--- src/tem_pkg.sv ---
`default_nettype none

package tem_pkg;

	// scratch memory map: edge-matrix rows, edge vectors, cofactor vectors
	localparam int SCR_DEPTH = 39;
	localparam int SCR_AW = 6;
	localparam logic [SCR_AW-1:0] ADDR_B = 6'd0;
	localparam logic [SCR_AW-1:0] ADDR_E = 6'd9;
	localparam logic [SCR_AW-1:0] ADDR_C = 6'd27;

	localparam int KSHIFT = 49;
	localparam int MSHIFT = 16;

	localparam int PRE_LEN = 84;
	localparam logic [2:0] LAST_EDGE = 3'd5;
	localparam logic [2:0] LAST_GRP = 3'd4;
	localparam logic [1:0] LAST_DIM = 2'd2;

	typedef enum logic [1:0] {
		DST_RAM  = 2'd0,
		DST_DET  = 2'd1,
		DST_KNUM = 2'd2,
		DST_MNUM = 2'd3
	} dest_t;

	// one multiply-accumulate term
	typedef struct packed {
		logic              a_vert;
		logic [SCR_AW-1:0] a_addr;
		logic              b_one;
		logic [SCR_AW-1:0] b_addr;
		logic              neg;
		logic              dbl;
		logic              last;
		dest_t             dest;
		logic [SCR_AW-1:0] w_addr;
	} uop_t;

	typedef uop_t [PRE_LEN-1:0] pre_prog_t;

	typedef struct packed {
		uop_t       uop;
		logic       vert_we;
		logic [1:0] vert_idx;
		logic       load;
		logic       step;
		logic       msb;
		logic       wb;
		logic       div_start;
		logic       out_load;
		logic [2:0] row;
		logic [2:0] col;
		logic       last;
	} cmd_t;

	typedef struct packed {
		logic degen;
		logic div_done;
	} sts_t;

	function automatic logic [1:0] pair_lo(input logic [2:0] e);
		logic [1:0] r;
		case (e)
			3'd0, 3'd1, 3'd2: r = 2'd0;
			3'd3, 3'd4:       r = 2'd1;
			default:          r = 2'd2;
		endcase
		return r;
	endfunction

	function automatic logic [1:0] pair_hi(input logic [2:0] e);
		logic [1:0] r;
		case (e)
			3'd0:       r = 2'd1;
			3'd1, 3'd3: r = 2'd2;
			default:    r = 2'd3;
		endcase
		return r;
	endfunction

	// edge vector of edge k is vertex evec_p(k) minus vertex evec_q(k)
	function automatic int evec_p(input int k);
		int r;
		case (k)
			0:       r = 2;
			1:       r = 3;
			2:       r = 1;
			3:       r = 0;
			4:       r = 2;
			default: r = 0;
		endcase
		return r;
	endfunction

	function automatic int evec_q(input int k);
		int r;
		case (k)
			0:       r = 3;
			1:       r = 1;
			2:       r = 2;
			3:       r = 3;
			4:       r = 0;
			default: r = 1;
		endcase
		return r;
	endfunction

	function automatic uop_t mk_uop(input logic av, input int aa, input logic bo, input int ba,
			input logic ng, input logic lst, input dest_t ds, input int wa);
		uop_t u;
		u.a_vert = av;
		u.a_addr = SCR_AW'(aa);
		u.b_one = bo;
		u.b_addr = SCR_AW'(ba);
		u.neg = ng;
		u.dbl = 1'b0;
		u.last = lst;
		u.dest = ds;
		u.w_addr = SCR_AW'(wa);
		return u;
	endfunction

	function automatic pre_prog_t pre_program();
		pre_prog_t p;
		int n;
		int i;
		int d;
		int k;
		int u;
		int v;
		int ps;
		int ss;
		n = 0;
		for (i = 0; i < 3; i++) begin
			for (d = 0; d < 3; d++) begin
				p[n] = mk_uop(1'b1, i*3 + d, 1'b1, 0, 1'b0, 1'b0, DST_RAM, 0);
				n++;
				p[n] = mk_uop(1'b1, 9 + d, 1'b1, 0, 1'b1, 1'b1, DST_RAM, int'(ADDR_B) + i*3 + d);
				n++;
			end
		end
		for (k = 0; k < 6; k++) begin
			for (d = 0; d < 3; d++) begin
				p[n] = mk_uop(1'b1, evec_p(k)*3 + d, 1'b1, 0, 1'b0, 1'b0, DST_RAM, 0);
				n++;
				p[n] = mk_uop(1'b1, evec_q(k)*3 + d, 1'b1, 0, 1'b1, 1'b1, DST_RAM,
					int'(ADDR_E) + k*3 + d);
				n++;
			end
		end
		for (k = 0; k < 3; k++) begin
			for (d = 0; d < 3; d++) begin
				u = (k + 1) % 3;
				v = (k + 2) % 3;
				ps = (d + 1) % 3;
				ss = (d + 2) % 3;
				p[n] = mk_uop(1'b0, int'(ADDR_B) + u*3 + ps, 1'b0, int'(ADDR_B) + v*3 + ss,
					1'b0, 1'b0, DST_RAM, 0);
				n++;
				p[n] = mk_uop(1'b0, int'(ADDR_B) + u*3 + ss, 1'b0, int'(ADDR_B) + v*3 + ps,
					1'b1, 1'b1, DST_RAM, int'(ADDR_C) + k*3 + d);
				n++;
			end
		end
		for (d = 0; d < 3; d++) begin
			for (k = 0; k < 3; k++) begin
				p[n] = mk_uop(1'b0, int'(ADDR_C) + k*3 + d, 1'b1, 0, 1'b1, k == 2, DST_RAM,
					int'(ADDR_C) + 9 + d);
				n++;
			end
		end
		for (d = 0; d < 3; d++) begin
			p[n] = mk_uop(1'b0, int'(ADDR_B) + d, 1'b0, int'(ADDR_C) + d, 1'b0, d == 2,
				DST_DET, 0);
			n++;
		end
		return p;
	endfunction

	localparam pre_prog_t PRE_PROG = pre_program();

	// terms of one matrix entry: group 0 is the curl-curl dot, 1..4 the mass terms
	function automatic uop_t ent_uop(input logic [2:0] row, input logic [2:0] col,
			input logic [2:0] grp, input logic [1:0] dd);
		uop_t u;
		logic [1:0] ea;
		logic [1:0] eb;
		logic [1:0] ec;
		logic [1:0] ed;
		logic [1:0] x;
		logic [1:0] y;
		logic [1:0] pv;
		logic [1:0] qv;
		logic ng;
		ea = pair_lo(row);
		eb = pair_hi(row);
		ec = pair_lo(col);
		ed = pair_hi(col);
		x = ea;
		y = ec;
		pv = eb;
		qv = ed;
		ng = 1'b0;
		u = '0;
		if (grp == 3'd0) begin
			u.a_addr = ADDR_E + SCR_AW'(row) * SCR_AW'(3) + SCR_AW'(dd);
			u.b_addr = ADDR_E + SCR_AW'(col) * SCR_AW'(3) + SCR_AW'(dd);
			u.last = (dd == LAST_DIM);
			u.dest = DST_KNUM;
		end else begin
			case (grp)
				3'd1: begin
					x = ea; y = ec; pv = eb; qv = ed; ng = 1'b0;
				end
				3'd2: begin
					x = ea; y = ed; pv = eb; qv = ec; ng = 1'b1;
				end
				3'd3: begin
					x = eb; y = ec; pv = ea; qv = ed; ng = 1'b1;
				end
				default: begin
					x = eb; y = ed; pv = ea; qv = ec; ng = 1'b0;
				end
			endcase
			u.a_addr = ADDR_C + SCR_AW'(pv) * SCR_AW'(3) + SCR_AW'(dd);
			u.b_addr = ADDR_C + SCR_AW'(qv) * SCR_AW'(3) + SCR_AW'(dd);
			u.neg = ng;
			u.dbl = (x == y);
			u.last = (grp == LAST_GRP) && (dd == LAST_DIM);
			u.dest = DST_MNUM;
		end
		return u;
	endfunction

endpackage

`default_nettype wire

--- src/tem_ctrl.sv ---
`default_nettype none

module tem_ctrl #(
	parameter int OPW = 66
) (
	input  wire logic          clk,
	input  wire logic          arst_n,
	input  wire logic          in_valid,
	output logic               in_ready,
	output logic               out_valid,
	input  wire logic          out_ready,
	input  wire tem_pkg::sts_t sts,
	output tem_pkg::cmd_t      cmd
);
	localparam int BIT_W = $clog2(OPW);
	localparam int PC_W = $clog2(tem_pkg::PRE_LEN);

	typedef enum logic [7:0] {
		S_IDLE  = 8'b00000001,
		S_READ  = 8'b00000010,
		S_LOAD  = 8'b00000100,
		S_MUL   = 8'b00001000,
		S_WB    = 8'b00010000,
		S_DIV   = 8'b00100000,
		S_DWAIT = 8'b01000000,
		S_OUT   = 8'b10000000
	} state_t;

	state_t           state_q;
	logic [1:0]       vcnt_q;
	logic [PC_W-1:0]  pc_q;
	logic             ent_q;
	logic [2:0]       row_q;
	logic [2:0]       col_q;
	logic [2:0]       grp_q;
	logic [1:0]       dd_q;
	logic [BIT_W-1:0] bit_q;

	logic msb;
	logic skip;
	logic last_ent;

	assign msb = bit_q == BIT_W'(OPW - 1);
	// a flat element needs no arithmetic: emit zero entries straight away
	assign skip = ent_q && grp_q == 3'd0 && dd_q == 2'd0 && sts.degen;
	assign last_ent = row_q == tem_pkg::LAST_EDGE && col_q == tem_pkg::LAST_EDGE;

	always_ff @(posedge clk or negedge arst_n) begin
		if (!arst_n) begin
			state_q <= S_IDLE;
			vcnt_q <= '0;
			pc_q <= '0;
			ent_q <= 1'b0;
			row_q <= '0;
			col_q <= '0;
			grp_q <= '0;
			dd_q <= '0;
			bit_q <= '0;
		end else begin
			case (state_q)
				S_IDLE: begin
					if (in_valid) begin
						vcnt_q <= vcnt_q + 2'd1;
						if (vcnt_q == 2'd3) begin
							pc_q <= '0;
							ent_q <= 1'b0;
							state_q <= S_READ;
						end
					end
				end
				S_READ: state_q <= skip ? S_OUT : S_LOAD;
				S_LOAD: begin
					bit_q <= '0;
					state_q <= S_MUL;
				end
				S_MUL: begin
					if (msb) begin
						state_q <= S_WB;
					end else begin
						bit_q <= bit_q + 1'b1;
					end
				end
				S_WB: begin
					if (!ent_q) begin
						if (pc_q == PC_W'(tem_pkg::PRE_LEN - 1)) begin
							ent_q <= 1'b1;
							row_q <= '0;
							col_q <= '0;
							grp_q <= '0;
							dd_q <= '0;
						end else begin
							pc_q <= pc_q + 1'b1;
						end
						state_q <= S_READ;
					end else if (grp_q == tem_pkg::LAST_GRP && dd_q == tem_pkg::LAST_DIM) begin
						state_q <= S_DIV;
					end else begin
						if (dd_q == tem_pkg::LAST_DIM) begin
							dd_q <= '0;
							grp_q <= grp_q + 3'd1;
						end else begin
							dd_q <= dd_q + 2'd1;
						end
						state_q <= S_READ;
					end
				end
				S_DIV: state_q <= S_DWAIT;
				S_DWAIT: begin
					if (sts.div_done) begin
						state_q <= S_OUT;
					end
				end
				S_OUT: begin
					if (out_ready) begin
						grp_q <= '0;
						dd_q <= '0;
						if (col_q == tem_pkg::LAST_EDGE) begin
							col_q <= '0;
							if (row_q == tem_pkg::LAST_EDGE) begin
								row_q <= '0;
								ent_q <= 1'b0;
								state_q <= S_IDLE;
							end else begin
								row_q <= row_q + 3'd1;
								state_q <= S_READ;
							end
						end else begin
							col_q <= col_q + 3'd1;
							state_q <= S_READ;
						end
					end
				end
				default: state_q <= S_IDLE;
			endcase
		end
	end

	always_comb begin
		cmd.uop = ent_q ? tem_pkg::ent_uop(row_q, col_q, grp_q, dd_q) : tem_pkg::PRE_PROG[pc_q];
		cmd.vert_we = (state_q == S_IDLE) && in_valid;
		cmd.vert_idx = vcnt_q;
		cmd.load = state_q == S_LOAD;
		cmd.step = state_q == S_MUL;
		cmd.msb = msb;
		cmd.wb = state_q == S_WB;
		cmd.div_start = state_q == S_DIV;
		cmd.out_load = ((state_q == S_READ) && skip) || ((state_q == S_DWAIT) && sts.div_done);
		cmd.row = row_q;
		cmd.col = col_q;
		cmd.last = last_ent;
	end

	assign in_ready = state_q == S_IDLE;
	assign out_valid = state_q == S_OUT;
endmodule

`default_nettype wire

--- config.mk ---
export PLATFORM = sky130hd
export DESIGN_NAME = tem_ctrl
export DESIGN_NICKNAME = d
export VERILOG_FILES = /design/src/tem_pkg.sv /design/src/tem_ctrl.sv
export SDC_FILE = /design/constraint.sdc
export NUM_CORES = 1
export LEC_CHECK = 0
export ABC_CLOCK_PERIOD_IN_PS = 3030
export BUFFER_PORTS_ARGS = -buffer_cell sky130_fd_sc_hd__buf_4
export CORE_UTILIZATION = 55
export CTS_CLUSTER_SIZE = 14
export DETAILED_ROUTE_END_ITERATION = 8
export PLACE_DENSITY = 0.87
export SKIP_LAST_GASP = 1
export SLEW_MARGIN = 10
export SYNTH_ARGS = -nofsm -noshare
export SYNTH_HDL_FRONTEND = slang
export SYNTH_SLANG_ARGS = --single-unit
--- constraint.sdc ---
create_clock -name clk -period 3.03 [get_ports clk]
set_clock_uncertainty 0.05 [all_clocks]
set_input_delay 0.1515 -clock clk [delete_from_list [all_inputs] [get_ports clk]]
set_output_delay 0.1515 -clock clk [all_outputs]
set_load 0.005 [all_outputs]
* Word-level counts from Yosys, hierarchy flattened
Memory sizes are Yosys's and may differ from the RTL's.
Index checks and enable logic that the tools add are counted.
** Operators by class
- Equal/unequal tests :: 41
- Multipliers :: 4
- Mux-type cells :: 65
- Add/sub/neg operators :: 15
- Magnitude comparators :: 1
- Reductions and logical operators :: 35
** Operators with widths (count)
- $pmux 8 s8 :: 1
- $mux 8 :: 7
- $mux 25 :: 2
- $mux 3 :: 12
- $mux 7 :: 5
- $mux 2 :: 15
- $pmux 7 s2 :: 2
- $add 6x2->6 :: 4
- $mux 6 :: 4
- $pmux 2 s2 :: 5
- $reduce_and 5->1 :: 4
- $eq 3x2->1 const B :: 6
- $pmux 3 s2 :: 3
- $eq 3x3->1 const B :: 5
- $add 7x1->7 const B :: 2
- $eq 7x7->1 const B :: 2
- $reduce_or 2->1 :: 7
- $add 4x5->6 const A :: 2
- $add 5x4->6 const A :: 2
- $ne 2x1->1 const B :: 6
- $mul 3x2->5 const B :: 2
- $ne 2x2->1 const B :: 5
- $add 3x1->3 const B :: 3
- $eq 3x1->1 const B :: 3
- 28 further kinds :: 52
** Word-level totals
- Output and inout bits :: 43
- Memories kept :: 1
- Bits in registers :: 36
- Logic and storage cells :: 171
- Input port bits :: 6
- Bits in read-only memories :: 3200
** Memories
- (no name shown) :: depth 128, bits a word 25, read ports 1, clocked after memory_dff 0, write ports 0, RTL line tem_ctrl.sv:139 : cmd.uop = ent_q ? tem_pkg::ent_uop(row_q, col_q, grp_q, dd_q) : tem_pkg::PRE_PROG[pc_q];

* Logic depth before layout (Yosys ltp)
Gate-level depths: netlist of the first run.
- Depth in word-level cells :: 10
- Gate-level depth with buffers :: 16
- Gate-level depth less buffers :: 15

* Worst setup path after synthesis of the first run
Ideal clock, no wire load.
- Path kind :: reg2out
- From :: register row_q[1]
- To :: output port cmd[37] (netlist name)
- Data required time :: 2829 ps
- Data arrival time :: 2906 ps
- Setup slack :: -77 ps
- Path buffers :: 1
- Cell stages (with the launch flop) :: 15
- Path through :: dfrtp_1 inv_1 ha_1 clkbuf_1 or3b_2 nor2_1 o21ai_1 xnor2_1 ha_1 inv_1 fa_1 ha_1 a21oi_1 o21ai_0 nand2_1
** RTL lines
- start: declaration :: RTL line tem_ctrl.sv:33 : logic [2:0] row_q;
- start signal: assignment :: RTL line tem_ctrl.sv:124 : row_q <= row_q + 3'd1;
- end: declaration :: RTL line tem_ctrl.sv:13 : output tem_pkg::cmd_t cmd

==> impl_results.rst, run 1 <==
.. list-table::
   :header-rows: 1

   * - Metric
     - Value
   * - Total Die Area
     - 0.00861 mm2
   * - Layout fillers
     - 503
   * - Dominant cells by area after synthesis
     - dfrtp_1 (19%), ha_1 (13%), nand2_1 (4.7%)
   * - Cells after synthesis
     - 576
   * - Post-layout net count
     - 715
   * - Syn_nets
     - 636
   * - Time the worst path needs with I/O delays and setup
     - 3.51 ns
   * - Top library cells by usage in the layout, fill and taps aside
     - buf_4 (103), nand2_1 (57), nor2_1 (44), dfrtp_1 (31), ha_1 (30)
   * - Number of buffers added by the clock tree synthesis step
     - 5
   * - CTS tree
     - done
   * - Iteration-0 DRC count of the detailed router
     - 490
   * - Path category of the worst min-delay check
     - in2reg
   * - Startpoint of the lowest-slack register-to-register path
     - pc_q[0]
   * - Wire length after detailed routing
     - 16.0 mm
   * - Clock Power Share
     - 18.0%
   * - Clock transition at the registers of the reported paths
     - 0.08 ns
   * - Layout overhead on the synthesized area
     - 30.7%
   * - Critical path peak fanout
     - 4
   * - Fin. max-slew vios
     - 0
   * - Final routed DRC violation total
     - 0
   * - Vias in the first global route
     - 4876
   * - Die X
     - 92.8 um
   * - Global Route Usage Sum
     - 34.9%
   * - Via count
     - 5049
   * - Flip-flop cell with the highest count after synthesis
     - dfrtp_1
   * - CP startpoint
     - grp_q[1]
   * - Critical path launch point type
     - register
   * - Final WS setup
     - -0.478 ns
   * - Clock buffer depth
     - 2
   * - Worst hold slack after final layout
     - 0.123 ns
   * - Status
     - complete, but fails checks
   * - Switch Pwr
     - 1.20 mW
   * - # rows
     - 32
   * - Wire length per cell after detailed routing
     - 21.1 um
   * - Origin of the worst min-delay path
     - sts[0]
   * - Wire length of the first global-routing pass
     - 23.8 mm
   * - LEAKAGE
     - 2.63 nW
   * - Worst endpoint required time
     - 2.83 ns
   * - CP endpoint kind
     - primary output
   * - Seq pwr share
     - 25.1%
   * - Max-cap check violation count
     - 0
   * - Cell taking the most area after synthesis
     - dfrtp_1
   * - Antenna violations before repair
     - 0
   * - Final critical-path share of the clock period
     - 116%
   * - Proportion of layout cells with a drive suffix above 1
     - 33.2%
   * - Maximum resistive drop on vdd
     - 0.410 mV
   * - Area fraction of the dominant cell type after synthesis
     - 19.3%
   * - Most frequent cell on the critical path
     - ha_4
   * - Total standard cell area after synthesis
     - 0.00453 mm2
   * - Post-Place Worst Slack
     - -0.165 ns
   * - Number of warnings printed during yosys synthesis
     - 0
   * - Final ANT Viol Nets
     - 0
   * - Count of unique library cells instantiated by Yosys
     - 72
   * - Post-synthesis sequential element count
     - 36
   * - Final setup vio count
     - 10
   * - Area after detailed placement
     - 0.00524 mm2
   * - Starting density of the core
     - 57.7%
   * - Data arrival time of the critical path
     - 3.31 ns
   * - CTS H-tree depth
     - 2
   * - Clock Latency Late Sink
     - 0.30 ns
   * - Worst-Margin Slew
     - 0.733 ns
   * - Maximum clock rate
     - 285 MHz
   * - Relative slew slack
     - 51.0%
   * - Most frequent standard cell in the layout excluding fill and tap cells
     - buf_4
   * - Post-detail-place hpwl
     - 9.65 mm
   * - Pwr per Cell Area
     - 457 mW/mm2
   * - Fraction of registers with async set or reset after synthesis
     - 100%
   * - Number of enable-type register cells in the synthesized netlist
     - 0
   * - Portion of the post-synthesis area used by sequential elements
     - 19.9%
   * - Final Hold Fails
     - 0
   * - 1st-pass router iterations
     - 7
   * - Inserted Diodes
     - 0
   * - Worst setup path class
     - reg2out
   * - Routed via count divided by cell count
     - 6.66
   * - Relative contribution of combinational cells to total power
     - 56.9%
   * - Net Sw Frac
     - 44.5%
   * - Internal power
     - 1.50 mW
   * - Number of top-level design ports
     - 49
   * - Std-Cell Core Area
     - 0.00785 mm2
   * - Fin area
     - 0.00592 mm2
   * - Routability cong.
     - 0.943
   * - Cells along the critical path
     - inv_2 > ha_4 > nor2b_4 > buf_6 > a211oi_4 > a31oi_4 > xnor2_2 > ha_4 > fa_2 > inv_2 > ha_4 > a21oi_2 > o21ai_1 > nand2_1 > buf_4
   * - Root Buffer Master
     - clkbuf_8
   * - RSZ-0062 raised after global routing
     - yes
   * - Number of buffers added on ports
     - 48
   * - Synth Area per Inst
     - 7.87 um2
   * - Cell with the largest stage delay on the worst path
     - dfrtp_2
   * - Height of the die
     - 92.8 um
   * - Number of clock sinks
     - 36
   * - Grt total ovfl
     - 0
   * - Largest net degree at the start of global routing
     - 37
   * - Violated checks
     - setup timing
   * - Largest stage delay on the critical path
     - 0.47 ns
==> routing by layer <==
metal | part of all wire [%] | up-vias | track usage, %
met5 | 0 | - | 0
met4 | 5.5 | 0 | 19.5
met3 | 7.5 | 89 | 5.83
met2 | 49 | 323 | 58.7
met1 | 38 | 2397 | 42.2
li1 | - | 2240 | -
==> flip-flops by register name, indices dropped and copies added, names as in the netlist <==
register	count
state_q	8
bit_q	7
pc_q	7
col_q	3
grp_q	3
row_q	3
dd_q	2
vcnt_q	2
ent_q	1
==> area by class of cell <==
cell class | instances | area (um2) | share of cell area, %
multi-input combinational | 462 | 3740 | 63.2
sequential | 36 | 907 | 15.3
timing repair buffer | 112 | 873 | 14.7
inverter | 38 | 143 | 2.41
tap | 102 | 128 | 2.16
clock buffer | 7 | 96.3 | 1.63
clock inverter | 1 | 30.0 | 0.507
==> critical path, delay by kind of cell, from the launching register on <==
kind,cells,cell delay [ns]
AND/OR/NAND/NOR,2,0.35
adder cells (fa/ha/maj),4,0.97
AO/OA/AOI/OAI,4,0.53
XOR/XNOR,1,0.19
buffers and inverters,4,0.49
flip-flops,1,0.47
==> synthesized netlist by cell type, types with 5 or more instances <==
cell type,instances
a211oi_1,10
a21o_1,6
a21oi_1,29
a311oi_1,6
a31oi_1,8
and2_1,5
and3_1,6
buf_1,5
clkbuf_1,28
dfrtp_1,35
fa_1,6
ha_1,48
inv_1,36
mux2_2,16
mux2i_1,12
nand2_1,57
nand2b_1,11
nand3_1,20
nor2_1,49
nor2b_1,12
nor3_1,16
nor4_1,10
o211ai_1,8
o21ai_0,31
o21bai_1,7
o22ai_1,5
xnor2_1,11
==> what timing repair did <==
action	CTS	global route
buffers inserted	12	2
gates resized for setup	68	37
pin swaps	19	18
endpoints found under the setup margin	10	11
hold endpoints to repair	35	0
hold buffers	1	0
==> metrics by stage <==
step | total power, mW | setup TNS (ns) | instances | util [%]
finish | 2.70 | -2.85 | 758 | 75.5
floorplan | 1.59 | -0.00623 | 576 | -
detailed placement | 2.16 | -0.467 | 736 | 66.7
global route | 2.85 | -4.08 | 758 | 75.5
CTS | 2.65 | -1.59 | 757 | 73.0
global placement | 2.11 | -0.0593 | 736 | 66.7
==> kinds of logic (layout without fill, tap and decap cells) <==
logic type / after synthesis / in the layout / synth area share, %
simple gates: 217 / 217 / 24.3
compound gates: 146 / 146 / 22.4
buf+inv: 78 / 158 / 6.96
fa+ha+maj: 54 / 54 / 15.9
flops: 36 / 36 / 19.9
mux: 30 / 30 / 7.62
xor+xnor: 15 / 15 / 2.90
==> power groups by stage <==
stage	clock network [mW]	logic, mW	registers (mW)
global placement	0	1.44	0.676
detailed placement	0	1.48	0.680
floorplan	0	0.973	0.619
CTS	0.477	1.50	0.673
global route	0.502	1.65	0.690
finish	0.486	1.54	0.680
==> path summary, 6_finish.rpt <==
check | end | slack, ns | depth (start not counted)
setup / recovery | cmd[30] | -0.48 | 15
hold / removal | state_q[1] | 0.12 | 3
setup reg to reg | col_q[2] | 0.25 | 7
hold reg to reg | vcnt_q[1] | 0.50 | 1
max in group asynchronous | grp_q[1] | 2.26 | 2
min in group asynchronous | state_q[6] | 0.29 | 2
No activity file was read; power rests on OpenSTA's default activity.
==> inputs of run 2 (changes only) <==
--- a/config.mk
+++ b/config.mk
@@ -11,7 +11,7 @@
 export CTS_CLUSTER_SIZE = 14
 export DETAILED_ROUTE_END_ITERATION = 8
 export PLACE_DENSITY = 0.87
-export SKIP_LAST_GASP = 1
+export RECOVER_POWER = 50
 export SLEW_MARGIN = 10
 export SYNTH_ARGS = -nofsm -noshare
 export SYNTH_HDL_FRONTEND = slang
==> impl_results.rst, run 2 (synthesized netlist as in run 1, its figures left out) <==
.. list-table::
   :header-rows: 1

   * - Metric
     - Value
   * - Status
     - complete, but fails checks
   * - Violated checks
     - capacitance limit, slew limit, setup timing
   * - Endpoint of the worst register-to-register path
     - col_q[2]
   * - Maximum resistive drop on vdd
     - 0.408 mV (-0.43%)
   * - Most frequent standard cell in the layout excluding fill and tap cells
     - buf_4
   * - Post-layout net count
     - 715 (unchanged)
   * - LEAKAGE
     - 2.62 nW (-0.53%)
   * - Wire length of the first global-routing pass
     - 24.2 mm (+1.8%)
   * - # rows
     - 32 (unchanged)
   * - Data arrival time of the critical path
     - 3.19 ns (-0.12 ns)
   * - Grt total ovfl
     - 0 (unchanged)
   * - Number of top-level design ports
     - 49 (unchanged)
   * - CP endpoint kind
     - primary output
   * - RSZ-0062 raised after global routing
     - yes
   * - Clock Latency Late Sink
     - 0.30 ns (about the same)
   * - Number of buffers added by the clock tree synthesis step
     - 5 (unchanged)
   * - Global Route Usage Sum
     - 35.5% (+0.60 points)
   * - Final WS setup
     - -0.363 ns (+0.115 ns)
   * - Delay-heaviest family, CP
     - adder cells
   * - Cells along the critical path
     - inv_1 > ha_4 > or3b_4 > nor2_2 > o21ai_2 > xnor2_2 > ha_4 > inv_2 > fa_2 > ha_4 > a21oi_2 > o21ai_1 > nand2_1 > buf_4
   * - CTS H-tree depth
     - 2 (unchanged)
   * - Proportion of layout cells with a drive suffix above 1
     - 31.1% (-2.1 points)
   * - Final setup vio count
     - 9 (-1)
   * - Antenna violations before repair
     - 0 (unchanged)
   * - Largest stage delay on the critical path
     - 0.45 ns (-0.02 ns)
   * - 1st-pass router iterations
     - 5 (-2)
   * - Flip-flop count of the largest register, all copies and words added
     - 8 (unchanged)
   * - Critical path launch point type
     - register
   * - Pwr per Cell Area
     - 462 mW/mm2 (+1.1%)
   * - Number of clock sinks
     - 36 (unchanged)
   * - Total Die Area
     - 0.00861 mm2 (unchanged)
   * - Routability cong.
     - 0.943 (unchanged)
   * - Aggregate negative setup slack
     - -2.40 ns (+0.454 ns)
   * - Via count
     - 5005 (-0.87%)
   * - Wire length after detailed routing
     - 15.6 mm (-2.8%)
   * - Reg2Reg Setup Slack
     - 0.18 ns (-0.07 ns)
   * - Number of buffers added on ports
     - 48 (unchanged)
   * - Sequential cell area
     - 907 um2 (unchanged)
   * - Final critical-path share of the clock period
     - 112% (-3.8 points)
   * - Critical path peak fanout
     - 4 (unchanged)
   * - Relative slew slack
     - -32.3% (-83 points)
   * - CP startpoint
     - row_q[1]
   * - Most frequent cell on the critical path
     - ha_4
   * - Worst endpoint required time
     - 2.83 ns (about the same)
   * - Startpoint of the lowest-slack register-to-register path
     - pc_q[0]
   * - Post-Place Worst Slack
     - -0.165 ns (unchanged)
   * - Worst-Margin Slew
     - 1.98 ns (+1.25 ns)
   * - R2R depth
     - 7 (unchanged)
   * - Largest net degree at the start of global routing
     - 37 (unchanged)
   * - Worst setup path class
     - reg2out
   * - Final routed DRC violation total
     - 0 (unchanged)
   * - Die X
     - 92.8 um (unchanged)
   * - Maximum clock rate
     - 295 MHz (+3.4%)
   * - Registers with the most flip-flops
     - state_q: 8 flops, bit_q: 7 flops, pc_q: 7 flops
   * - Fin. max-slew vios
     - 37 (+37)
   * - Final Hold Fails
     - 0 (unchanged)
   * - Path category of the worst min-delay check
     - in2reg
   * - Top library cells by usage in the layout, fill and taps aside
     - buf_4 (100), nand2_1 (57), nor2_1 (45), ha_1 (31), dfrtp_1 (31)
   * - Std-Cell Core Area
     - 0.00785 mm2 (unchanged)
   * - Total power of the final layout
     - 2.69 mW (-0.60%)
   * - Starting density of the core
     - 57.7% (unchanged)
   * - Post-detail-place hpwl
     - 9.65 mm (unchanged)
   * - Layout overhead on the synthesized area
     - 28.4%
   * - Root Buffer Master
     - clkbuf_8
   * - Register name with the most flops
     - state_q
   * - Count of buffer and inverter cells on the critical path
     - 3 (-1)
   * - Cell with the largest stage delay on the worst path
     - dfrtp_2
   * - Area of the multi-input gates
     - 0.00365 mm2 (-2.5%)
   * - Layout fillers
     - 535 (+6.4%)
   * - Wire length per cell after detailed routing
     - 20.5 um (-2.8%)
   * - Max-cap check violation count
     - 1 (+1)
   * - Time the worst path needs with I/O delays and setup
     - 3.39 ns (-0.115 ns)
   * - Clock buffer depth
     - 2 (unchanged)
   * - Routed via count divided by cell count
     - 6.60 (-0.87%)
   * - Critical path depth in cells
     - 14 (-1)
   * - Inserted Diodes
     - 0 (unchanged)
   * - Clock transition at the registers of the reported paths
     - 0.08 ns (about the same)
   * - Vias in the first global route
     - 4923 (+0.96%)
   * - Worst hold slack after final layout
     - 0.136 ns (+0.0132 ns)
   * - CTS tree
     - done
   * - Height of the die
     - 92.8 um (unchanged)
   * - Iteration-0 DRC count of the detailed router
     - 460 (-6.1%)
   * - Critical Path End
     - cmd[37]
   * - Final ANT Viol Nets
     - 0 (unchanged)
-- run 2: changes by cell type in the layout (fill, tap and decap cells not counted), moves of 2 or more --
cell / before / now
a211oi_4: 2 / 0
a21oi_1: 21 / 26
a21oi_2: 7 / 3
buf_4: 103 / 100
clkbuf_4: 0 / 3
inv_1: 27 / 29
inv_2: 9 / 7
-- run 2: metrics by stage --
stage               area (um2)  utilization, %  cells
floorplan                 4550               -    576
global placement          5240            66.7    736
detailed placement        5240            66.7    736
CTS                       5740            73.2    757
global route              5820            74.2    758
finish                    5820            74.2    758
-- run 2: routing by layer --
metal | wire [um] | global-route usage, % | up-vias
li1 | - | - | 2242
met1 | 6000 | 42.6 | 2371
met2 | 7600 | 61.2 | 302
met3 | 1070 | 5.09 | 90
met4 | 883 | 18.6 | 0
met5 | 0 | 0 | -
-- run 2: what timing repair did --
item | CTS | global route
buffers inserted | 12 | 1
setup endpoints to repair | 10 | 11
resized for setup | 69 | 15
hold endpoints to repair | 35 | 0
hold buffers | 1 | 0
pin swaps | 19 | 9
-- run 2: worst min-delay path by stage --
stage | end | start | cells past startpoint
4_1_cts | state_q[1] | sts[0] | 3
2_1_floorplan | bit_q[0] | arst_n | 0
3_3_place_gp | col_q[0] | arst_n | 1
6_report | state_q[1] | sts[0] | 3
3_5_place_dp | col_q[1] | arst_n | 1
5_1_grt | col_q[0] | out_ready | 3
-- run 2: worst reg2reg max path, cell delays in order, from the launching register on --
cell and delay (ns):
dfrtp_1 0.35, buf_4 0.24, ha_1 0.39, nor4b_1 0.55
nand2_1 0.25, nor3_1 0.43, nor3_1 0.12, o41ai_1 0.35
-- run 2: layout make-up --
| type | count | area share, % |
|---|---|---|
| tap | 102 | 2.19 |
| clock inverter | 1 | 0.516 |
| clock buffer | 7 | 1.66 |
| multi-input combinational | 462 | 62.7 |
| timing repair buffer | 112 | 14.9 |
| inverter | 38 | 2.45 |
| sequential | 36 | 15.6 |
-- run 2: power breakdown --
part	switching (mW)	internal (mW)
registers	0.124	0.554
logic	0.874	0.654
clock network	0.192	0.291
total	1.19	1.50
